### src/design/spq_pkg.sv
// ----------------------------------------------------------------------------
// spq_pkg
// Shared codes and controller-to-datapath command type of the stable
// priority queue.
// ----------------------------------------------------------------------------
package spq_pkg;

  typedef enum logic [1:0] {
    OP_ENQUEUE = 2'd0,
    OP_DEQUEUE = 2'd1,
    OP_CLEAR   = 2'd2
  } op_e;

  typedef enum logic [1:0] {
    ST_OK        = 2'd0,
    ST_UNDERFLOW = 2'd1,
    ST_OVERFLOW  = 2'd2
  } status_e;

  // command from the controller to the cell array
  typedef struct packed {
    logic load;  // capture a new result into the output register
    logic enq;   // insert the request word into its sorted slot
    logic deq;   // pop the head and move every cell up one slot
  } dp_cmd_t;

endpackage

### src/design/spq_req_if.sv
// ----------------------------------------------------------------------------
// spq_req_if
// Request channel: operation code, element and signed priority.
// ----------------------------------------------------------------------------
interface spq_req_if #(
  parameter int DATA_BITS = 32,
  parameter int PRIO_BITS = 16
);
  logic                        valid;
  logic                        ready;
  logic [1:0]                  op;
  logic [DATA_BITS-1:0]        element;
  logic signed [PRIO_BITS-1:0] priority_req;

  modport source (output valid, op, element, priority_req, input ready);
  modport sink   (input valid, op, element, priority_req, output ready);
endinterface

### src/design/spq_rsp_if.sv
// ----------------------------------------------------------------------------
// spq_rsp_if
// Response channel: removed entry, status code and occupancy.
// ----------------------------------------------------------------------------
interface spq_rsp_if #(
  parameter int DATA_BITS = 32,
  parameter int PRIO_BITS = 16,
  parameter int CNT_BITS  = 5
);
  logic                        valid;
  logic                        ready;
  logic [DATA_BITS-1:0]        out_element;
  logic signed [PRIO_BITS-1:0] out_priority;
  logic                        out_valid;
  logic [1:0]                  status;
  logic [CNT_BITS-1:0]         count;

  modport source (output valid, out_element, out_priority, out_valid, status, count,
                  input ready);
  modport sink   (input valid, out_element, out_priority, out_valid, status, count,
                  output ready);
endinterface

### src/design/spq_dpath.sv
// ----------------------------------------------------------------------------
// spq_dpath
// Sorted cell array: every cell compares its priority with the request in
// parallel, then holds, loads the new entry, or shifts down or up one slot.
// ----------------------------------------------------------------------------
module spq_dpath #(
  parameter int DEPTH     = 16,
  parameter int DATA_BITS = 32,
  parameter int PRIO_BITS = 16,
  parameter int CNT_BITS  = 5
) (
  input  logic                        clk_i,
  input  spq_pkg::dp_cmd_t            cmd_i,
  input  logic [CNT_BITS-1:0]         occ_i,
  input  logic [DATA_BITS-1:0]        element_i,
  input  logic signed [PRIO_BITS-1:0] prio_i,
  output logic [DATA_BITS-1:0]        elem_o,
  output logic signed [PRIO_BITS-1:0] prio_o
);
  import spq_pkg::*;

  logic [DATA_BITS-1:0]        data_q [DEPTH];
  logic signed [PRIO_BITS-1:0] prio_q [DEPTH];
  logic [DEPTH-1:0]            ge;
  logic [DATA_BITS-1:0]        elem_q;
  logic signed [PRIO_BITS-1:0] oprio_q;

  // held entries that stay ahead of the new one form a prefix of ones
  for (genvar i = 0; i < DEPTH; i++) begin : g_cmp
    assign ge[i] = (CNT_BITS'(i) < occ_i) && (prio_q[i] >= prio_i);
  end

  for (genvar i = 0; i < DEPTH; i++) begin : g_cell
    logic ins_here;
    logic from_above;
    if (i == 0) begin : g_head
      assign ins_here   = !ge[0];
      assign from_above = 1'b0;
    end else begin : g_body
      assign ins_here   = !ge[i] && ge[i-1];
      assign from_above = !ge[i] && !ge[i-1];
    end

    always_ff @(posedge clk_i) begin
      if (cmd_i.enq) begin
        if (ins_here) begin
          data_q[i] <= element_i;
          prio_q[i] <= prio_i;
        end else if (from_above) begin
          data_q[i] <= data_q[(i == 0) ? 0 : i-1];
          prio_q[i] <= prio_q[(i == 0) ? 0 : i-1];
        end
      end else if (cmd_i.deq && (i < DEPTH-1)) begin
        data_q[i] <= data_q[(i < DEPTH-1) ? i+1 : i];
        prio_q[i] <= prio_q[(i < DEPTH-1) ? i+1 : i];
      end
    end
  end

  always_ff @(posedge clk_i) begin
    if (cmd_i.load) begin
      elem_q  <= cmd_i.deq ? data_q[0] : '0;
      oprio_q <= cmd_i.deq ? prio_q[0] : '0;
    end
  end

  assign elem_o = elem_q;
  assign prio_o = oprio_q;

endmodule

### src/design/spq_ctrl.sv
// ----------------------------------------------------------------------------
// spq_ctrl
// Controller: decodes the operation, keeps the occupancy, issues cell array
// commands and holds the response status until it is taken.
// ----------------------------------------------------------------------------
module spq_ctrl #(
  parameter int DEPTH    = 16,
  parameter int CNT_BITS = 5
) (
  input  logic                clk_i,
  input  logic                rst_ni,
  input  logic                req_valid_i,
  input  logic [1:0]          op_i,
  output logic                req_ready_o,
  output logic                rsp_valid_o,
  input  logic                rsp_ready_i,
  output logic                fld_valid_o,
  output logic [1:0]          status_o,
  output logic [CNT_BITS-1:0] occ_o,
  output spq_pkg::dp_cmd_t    cmd_o
);
  import spq_pkg::*;

  localparam logic S_IDLE = 1'b0;
  localparam logic S_RESP = 1'b1;
  localparam logic [CNT_BITS-1:0] FullCnt = CNT_BITS'(DEPTH);

  logic                state_q, state_d;
  logic [CNT_BITS-1:0] occ_q, occ_d;
  status_e             status_q, status_d;
  logic                fval_q, fval_d;
  logic                accept;

  // a pending response may leave in the same cycle a new request enters
  assign req_ready_o = (state_q == S_IDLE) || rsp_ready_i;
  assign accept      = req_valid_i && req_ready_o;

  always_comb begin
    state_d    = state_q;
    occ_d      = occ_q;
    status_d   = status_q;
    fval_d     = fval_q;
    cmd_o      = '0;
    cmd_o.load = accept;
    unique case (state_q)
      S_IDLE: if (accept) state_d = S_RESP;
      S_RESP: if (rsp_ready_i && !accept) state_d = S_IDLE;
      default: state_d = S_IDLE;
    endcase
    if (accept) begin
      status_d = ST_OK;
      fval_d   = 1'b0;
      unique case (op_i)
        OP_ENQUEUE: begin
          if (occ_q == FullCnt) begin
            status_d = ST_OVERFLOW;
          end else begin
            cmd_o.enq = 1'b1;
            occ_d     = occ_q + 1'b1;
          end
        end
        OP_DEQUEUE: begin
          if (occ_q == '0) begin
            status_d = ST_UNDERFLOW;
          end else begin
            cmd_o.deq = 1'b1;
            fval_d    = 1'b1;
            occ_d     = occ_q - 1'b1;
          end
        end
        OP_CLEAR: occ_d = '0;
        default: ;
      endcase
    end
  end

  always_ff @(posedge clk_i or negedge rst_ni) begin
    if (!rst_ni) begin
      state_q  <= S_IDLE;
      occ_q    <= '0;
      status_q <= ST_OK;
      fval_q   <= 1'b0;
    end else begin
      state_q  <= state_d;
      occ_q    <= occ_d;
      status_q <= status_d;
      fval_q   <= fval_d;
    end
  end

  assign rsp_valid_o = (state_q == S_RESP);
  assign fld_valid_o = fval_q;
  assign status_o    = status_q;
  assign occ_o       = occ_q;

endmodule

### src/design/stable_priority_queue_core.sv
// ----------------------------------------------------------------------------
// stable_priority_queue_core
// Bounded priority queue in descending priority order, ties first in first out.
// ----------------------------------------------------------------------------
// response: valid in the cycle after its request transfer
// throughput: one operation per cycle while responses are taken at once; all
//   cells compare against the new priority in parallel, so DEPTH sets the
//   width of that compare and the single output register sets the pacing
// reset: clears occupancy and response state; stored and output entries not reset
module stable_priority_queue_core #(
  parameter int DEPTH     = 16,
  parameter int DATA_BITS = 32,
  parameter int PRIO_BITS = 16
) (
  input  logic      clk_i,
  input  logic      rst_ni,
  spq_req_if.sink   req_i,
  spq_rsp_if.source rsp_o
);
  import spq_pkg::*;

  localparam int CNT_BITS = $clog2(DEPTH + 1);

  dp_cmd_t                     cmd;
  logic [CNT_BITS-1:0]         occ;
  logic                        fld_valid;
  logic [1:0]                  status;
  logic [DATA_BITS-1:0]        elem;
  logic signed [PRIO_BITS-1:0] prio;

  spq_ctrl #(
    .DEPTH    (DEPTH),
    .CNT_BITS (CNT_BITS)
  ) u_ctrl (
    .clk_i       (clk_i),
    .rst_ni      (rst_ni),
    .req_valid_i (req_i.valid),
    .op_i        (req_i.op),
    .req_ready_o (req_i.ready),
    .rsp_valid_o (rsp_o.valid),
    .rsp_ready_i (rsp_o.ready),
    .fld_valid_o (fld_valid),
    .status_o    (status),
    .occ_o       (occ),
    .cmd_o       (cmd)
  );

  spq_dpath #(
    .DEPTH     (DEPTH),
    .DATA_BITS (DATA_BITS),
    .PRIO_BITS (PRIO_BITS),
    .CNT_BITS  (CNT_BITS)
  ) u_dpath (
    .clk_i     (clk_i),
    .cmd_i     (cmd),
    .occ_i     (occ),
    .element_i (req_i.element),
    .prio_i    (req_i.priority_req),
    .elem_o    (elem),
    .prio_o    (prio)
  );

  assign rsp_o.out_element  = elem;
  assign rsp_o.out_priority = prio;
  assign rsp_o.out_valid    = fld_valid;
  assign rsp_o.status       = status;
  assign rsp_o.count        = occ;

  a_occ_bound: assert property (@(posedge clk_i) disable iff (!rst_ni)
    occ <= CNT_BITS'(DEPTH))
    else $error("occupancy above depth");

  a_pop_ok: assert property (@(posedge clk_i) disable iff (!rst_ni)
    rsp_o.valid && rsp_o.out_valid |-> rsp_o.status == ST_OK)
    else $error("entry returned with error status");

  a_underflow: assert property (@(posedge clk_i) disable iff (!rst_ni)
    req_i.valid && req_i.ready && req_i.op == OP_DEQUEUE && occ == '0
    |=> rsp_o.status == ST_UNDERFLOW && !rsp_o.out_valid)
    else $error("empty dequeue not flagged");

  a_ready_idle: assert property (@(posedge clk_i) disable iff (!rst_ni)
    !rsp_o.valid |-> req_i.ready)
    else $error("request stalled with no pending response");

endmodule
### src/flat_wrapper.sv
// flat-port wrapper written by rule: the top's interface ports become plain ports
module stable_priority_queue_core_flat import spq_pkg::*;
#(
  parameter int DEPTH     = 16,
  parameter int DATA_BITS = 32,
  parameter int PRIO_BITS = 16
)
  (clk_i, rst_ni, req_i_valid, req_i_op, req_i_element, req_i_priority_req, req_i_ready, rsp_o_valid, rsp_o_out_element, rsp_o_out_priority, rsp_o_out_valid, rsp_o_status, rsp_o_count, rsp_o_ready);
  spq_req_if #(.DATA_BITS(DATA_BITS), .PRIO_BITS(PRIO_BITS)) req_i_i ();
  spq_rsp_if #(.DATA_BITS(DATA_BITS), .PRIO_BITS(PRIO_BITS)) rsp_o_i ();
  input  logic clk_i;
  input  logic rst_ni;
  input wire logic [$bits(req_i_i.valid)-1:0] req_i_valid;
  input wire logic [$bits(req_i_i.op)-1:0] req_i_op;
  input wire logic [$bits(req_i_i.element)-1:0] req_i_element;
  input wire logic [$bits(req_i_i.priority_req)-1:0] req_i_priority_req;
  output wire logic [$bits(req_i_i.ready)-1:0] req_i_ready;
  output wire logic [$bits(rsp_o_i.valid)-1:0] rsp_o_valid;
  output wire logic [$bits(rsp_o_i.out_element)-1:0] rsp_o_out_element;
  output wire logic [$bits(rsp_o_i.out_priority)-1:0] rsp_o_out_priority;
  output wire logic [$bits(rsp_o_i.out_valid)-1:0] rsp_o_out_valid;
  output wire logic [$bits(rsp_o_i.status)-1:0] rsp_o_status;
  output wire logic [$bits(rsp_o_i.count)-1:0] rsp_o_count;
  input wire logic [$bits(rsp_o_i.ready)-1:0] rsp_o_ready;
  assign req_i_i.valid = req_i_valid;
  assign req_i_i.op = req_i_op;
  assign req_i_i.element = req_i_element;
  assign req_i_i.priority_req = req_i_priority_req;
  assign req_i_ready = req_i_i.ready;
  assign rsp_o_valid = rsp_o_i.valid;
  assign rsp_o_out_element = rsp_o_i.out_element;
  assign rsp_o_out_priority = rsp_o_i.out_priority;
  assign rsp_o_out_valid = rsp_o_i.out_valid;
  assign rsp_o_status = rsp_o_i.status;
  assign rsp_o_count = rsp_o_i.count;
  assign rsp_o_i.ready = rsp_o_ready;
  stable_priority_queue_core #(.DEPTH(DEPTH), .DATA_BITS(DATA_BITS), .PRIO_BITS(PRIO_BITS)) u_core (.clk_i(clk_i), .rst_ni(rst_ni), .req_i(req_i_i), .rsp_o(rsp_o_i));
endmodule
### config.mk
export PLATFORM = sky130hd
export DESIGN_NAME = stable_priority_queue_core_flat
export DESIGN_NICKNAME = d
export VERILOG_FILES = /design/src/design/spq_pkg.sv /design/src/design/spq_req_if.sv /design/src/design/spq_rsp_if.sv /design/src/design/spq_dpath.sv /design/src/design/spq_ctrl.sv /design/src/design/stable_priority_queue_core.sv /design/src/flat_wrapper.sv
export SDC_FILE = /design/constraint.sdc
export NUM_CORES = 2
export LEC_CHECK = 0
export BUFFER_PORTS_ARGS = -buffer_cell sky130_fd_sc_hd__buf_4
export CORE_UTILIZATION = 64
export DETAILED_ROUTE_END_ITERATION = 10
export PLACE_DENSITY = 0.81
export SLEW_MARGIN = 20
export SYNTH_ARGS = -nofsm -noshare
export SYNTH_HDL_FRONTEND = slang
export SYNTH_SLANG_ARGS = --single-unit
export TNS_END_PERCENT = 30
### constraint.sdc
create_clock -name clk_i -period 10.5 [get_ports clk_i]
set_clock_uncertainty 0.1 [all_clocks]
set_input_delay 1.05 -clock clk_i [delete_from_list [all_inputs] [get_ports clk_i]]
set_output_delay 1.05 -clock clk_i [all_outputs]
set_load 0.005 [all_outputs]
# Word-level counts from Yosys, hierarchy flattened
# Memory sizes are Yosys's and may differ from the RTL's.
# Index checks and enable logic that the tools add are counted.
[op_classes]
n_lt_le_gt_ge = 32
eq_ne = 5
bitwise = 61
multipliers = 0
muxes = 185
reduce_logical = 70
shifts = 0
div_mod_pow = 0
add_sub_neg = 2
[op_table]
columns = ["op", "count"]
rows = [
  ["32-bit two-way mux", 30],
  ["16-bit two-way mux", 30],
  ["16-bit greater-or-equal comparator", 16],
  ["1-bit two-way mux", 118],
  ["1-bit OR", 60],
  ["1-bit logical AND", 48],
  ["4-bit by 5-bit less-than comparator with 1-bit output, first input constant", 8],
  ["3-bit by 5-bit less-than comparator with 1-bit output, first input constant", 4],
  ["1-bit logical NOT", 17],
  ["5-bit one-hot mux with 3 select lines", 1],
  ["1-bit by 5-bit less-than comparator with 1-bit output, first input constant", 2],
  ["2-bit by 5-bit less-than comparator with 1-bit output, first input constant", 2],
  ["5-bit two-way mux", 2],
  ["5-bit by 1-bit adder with 5-bit output, second input constant", 1],
  ["5-bit equality test, second input constant", 1],
  ["5-bit logical NOT", 1],
  ["5-bit by 1-bit subtractor with 5-bit output, second input constant", 1],
  ["2-bit two-way mux", 2],
  ["2-bit != test, second input constant", 2],
  ["2-bit one-hot mux with 2 select lines", 1],
  ["4-bit AND reduction", 1],
  ["3-bit nonzero test", 1],
  ["2-bit by 1-bit equality test with 1-bit output, second input constant", 1],
  ["2-bit equality test, second input constant", 1],
  ["other kinds (4)", 4],
]
[word_totals]
reg_bits = 57
latch_bits = 0
mem_bits_ro = 0
memories = 2
ram_bits = 768
output_inout_bits = 58
wordCells = 363
[mem_list]
columns = ["memory", "depth", "word_bits", "read_ports", "rd_clocked_by_memory_dff", "wr", "line_no", "rtl"]
rows = [
  ["u_core.u_dpath.data_q", 16, 32, 16, 0, 16, "spq_dpath.sv:22", "logic [DATA_BITS-1:0] data_q [DEPTH];"],
  ["u_core.u_dpath.prio_q", 16, 16, 16, 0, 16, "spq_dpath.sv:23", "logic signed [PRIO_BITS-1:0] prio_q [DEPTH];"],
]

# Depth between registers and ports, before layout
# An unclocked memory read counts as a cell.
[depth]
depth_word = 11
depth_mapped = 14

# By module
# Synthesis repeated with hierarchy kept, for this count alone.
[unflattened]
hier_cells = 4035
hier_area_um2 = 46477.1
[by_module_without_submodules]
columns = ["mod", "n_inst", "cells_per_inst", "area_per_inst_um2"]
rows = [
  ["spq_dpath", 1, 3978, 45912.8],
  ["spq_ctrl", 1, 57, 564.3],
]

# Worst setup path before layout
# Ideal clock, no wire load.
[synth_path]
path_kind = "input -> register"
start = "input req_i_priority_req[15]"
end = "memory u_core.u_dpath.data_q[1][0] (netlist: u_core.u_dpath.data_q[0][32]) (enable)"
stages = 12
t_required_ps = 9880
n_path_buf = 2
setup_time_ps = 520
slack_ps = 3112
t_arrival_ps = 6768
cell_sequence = "inv_1 > ha_1 > nand4_1 > nor4_1 > o21ai_0 > o211ai_1 > mux2_2 > nand2_1 > clkbuf_1 > clkbuf_1 > inv_1 > o21ai_0"
[synth_rtl]
columns = ["element", "line_no", "rtl"]
rows = [
  ["from (decl)", "flat_wrapper.sv:16", "input wire logic [$bits(req_i_i.priority_req)-1:0] req_i_priority_req;"],
  ["to (decl)", "spq_dpath.sv:22", ""],
]

==> summary.md <==
| Metric | Value |
|---|---|
| IO Count | `112` |
| Arrival time at the worst endpoint | `5410 ps` |
| Vias in the first global route | `32.8k` |
| Cells after DPL | `4,437` |
| Iteration count of the initial detailed-routing pass | `6` |
| PD cells | `186 mW/mm^2` |
| CTS resizes | `0` |
| Via count | `33.3k` |
| Largest cells by area after synthesis | `edfxtp_1 (56%), ha_1 (7.5%), a22oi_1 (5.8%)` |
| Post-synth top cells | `edfxtp_1 (816), o21ai_0 (407), a22oi_1 (335)` |
| P&R area growth vs syn | `9.46%` |
| Startpoint Class | `flip-flop` |
| Worst hold path class | `input pin to asynchronous set/reset pin` |
| Layout cells sized above 1 | `0.104` |
| Seq/Total Area, Yosys | `0.567` |
| Post-Synthesis Cells | `3,729` |
| Clock transition at the registers of the reported paths | `70 ps` |
| First-pass GRT wire length | `185 mm` |
| Syn_nets | `4,045` |
| Outcome | `complete, no violations` |
| CTS tree | `done` |
| PortBufs | `111` |
| Hold-fix buffers at CTS | `0` |
| Post-route minimum period | `5130 ps` |
| Routed wirelength normalized by instance count | `26.1 um` |
| CTS Buf Count | `86` |
| Overflow after GRT | `0` |
| Commonest register cell after synthesis | `edfxtp_1` |
| H-tree depth | `3` |
| Fin util | `0.710` |
| Final setup violation count | `0` |
| Iteration-0 DRC Markers | `4,430` |
| Initial core utilization | `0.648` |
| Reg2Reg Depth | `12` |
| Die W | `263 um` |
| Final antenna-violating net count | `0` |
| Max-Cap Viols | `0` |
| Final Hold Vio Count | `0` |
| Clock sink count | `825` |
| Largest net degree at the start of global routing | `226` |
| Die Footprint | `0.0692 sq mm` |
| VDD IR max | `0.000158 V` |
| Die Height | `263 um` |
| GRT Util Overall | `0.341` |
| EDFF count, synth | `816` |
| CTS max path bufs | `3` |
| ANT cells | `0` |
| Post-DP HPWL | `79.4 mm` |
| Setup CP Type | `flip-flop to flip-flop` |
| CORE AREA | `0.0673 sq mm` |
| Share of the synthesized area in the top cell type | `0.562` |
| CP required | `10,770 ps` |
| Sum Neg Setup Slack | `0 ps` |
| Asr flop ratio synth | `0.0109` |
| #FFs+latches synth | `825` |
| FMAX | `195 MHz` |
| Max-slew headroom | `0.248` |
| Remaining DRCs | `0` |
| Vias/cell | `7.26` |
| Pins Over Slew Limit | `0` |
| Avg Cell Area, Syn | `11.7 sq um` |
| Worst-margin pin slew | `1130 ps` |
| RSZ-0062 raised after global routing | `false` |
| Maximum fanout along the worst path | `55` |
| Fin crit share | `0.489` |
| Initial antenna violation count | `0` |
| Final cell count without fillers | `4,592` |
| Routability cong. | `0.929` |
| Number of fill cells | `4,704` |
| Post-CTS Setup Inserts | `0` |
| Worst skew pair latency | `670 ps` |
| Dominant cell by count in the synthesized netlist | `edfxtp_1` |
| Root Driver | `clkbuf_16` |
| Nets@finish | `3,968` |
| Drt total wl | `120 mm` |
| Design Power | `8.89 mW` |
| Syn. warnings | `0` |
| Seq. cell area | `0.0247 sq mm` |
| Area of the multi-input gates | `0.0176 sq mm` |
| Static Leak | `16.1 nW` |
| CP Capture Type | `flip-flop` |
| FP Rows | `95` |
| Synth cell types | `64` |
| Yosys top cell by area | `edfxtp_1` |
| Mapped Area | `0.0436 sq mm` |
-- flip-flops by register name (all words and copies together) (netlist names) --
name	count
u_core.u_dpath.prio_o	16
u_core.u_ctrl.status_o	2
u_core.u_ctrl.occ_o	5
u_core.u_dpath.elem_o	32
u_core.u_ctrl.rsp_valid_o	1
u_core.u_dpath.prio_q	256
u_core.u_dpath.data_q	512
u_core.u_ctrl.fld_valid_o	1
-- area by class of cell --
class / count / area share
clock buffers: 102 / 0.0476
flip-flops and latches: 825 / 0.518
clock inverters: 53 / 0.0118
inverters: 53 / 0.00417
repair buffers: 170 / 0.0275
multi-input cells: 2516 / 0.368
well taps: 873 / 0.0229
-- kinds of logic after synthesis --
logic type,Yosys count,share of synthesized area
adder cells (fa/ha/maj),262,0.0752
multiplexers,53,0.0136
flip-flops,825,0.567
buffers and inverters,388,0.0360
AND/OR/NAND/NOR,839,0.0906
AO/OA/AOI/OAI,1362,0.218
-- layout by cell type, fill, tap and decap left out, types with 101 or more instances in the layout --
master / instances
nor2_1: 178
edfxtp_1: 816
a221o_1: 150
ha_1: 262
a21oi_1: 101
o21ai_0: 402
a22oi_1: 335
buf_4: 167
nand4_1: 143
nand2_1: 305
o211ai_1: 153
-- per-stage QoR --
stage / cell area (sq um) / hold slack, ps / worst slack [ps]
6_report: 47700 / 89.8 / 5370
5_1_grt: 47700 / 99.4 / 4790
4_1_cts: 47700 / 85.0 / 5400
3_5_place_dp: 44900 / 369 / 4760
3_3_place_gp: 44900 / 363 / 4930
2_1_floorplan: 43600 / 373 / 3110
-- per-layer routing --
layer | wire length [um] | share of wire | global-route usage | vias to the layer above
met2 | 60500 | 0.51 | 0.586 | 1852
met3 | 8490 | 0.071 | 0.0416 | 422
met1 | 44200 | 0.37 | 0.424 | 16300
li1 | - | - | - | 14800
met5 | 0 | 0 | 0 | -
met4 | 6540 | 0.055 | 0.178 | 0
-- final timing paths --
kind / to / startpoint / slack (ps)
max in group asynchronous: u_core.u_ctrl.occ_o[1] / rst_ni / 10050
max: u_core.u_dpath.data_q[1][109] / u_core.u_ctrl.occ_o[1] / 5370
min reg2reg: u_core.u_ctrl.fld_valid_o / u_core.u_ctrl.fld_valid_o / 380
min: u_core.u_ctrl.rsp_valid_o / rst_ni / 90
min in group clk_i: u_core.u_ctrl.fld_valid_o / u_core.u_ctrl.fld_valid_o / 380
max reg2reg: u_core.u_dpath.data_q[1][109] / u_core.u_ctrl.occ_o[1] / 5370
-- power breakdown --
| part | switching (mW) | internal (mW) | leakage, nW |
|---|---|---|---|
| Sequential | 0.244 | 4.05 | 7.62 |
| Clock | 1.34 | 1.80 | 1.39 |
| Combinational | 0.983 | 0.473 | 7.08 |
| Total | 2.57 | 6.32 | 16.1 |
-- critical path, cell delays in order (launching register included) --
cell	delay (ps)
dfrtp_1	650
inv_1	320
ha_1	290
nor3b_2	230
a2111oi_4	390
buf_4	560
and4_1	300
mux2i_1	160
nand2_1	100
buf_4	460
and2_1	700
buf_4	380
o21ai_0	130
(Power assumes the default switching activity.)
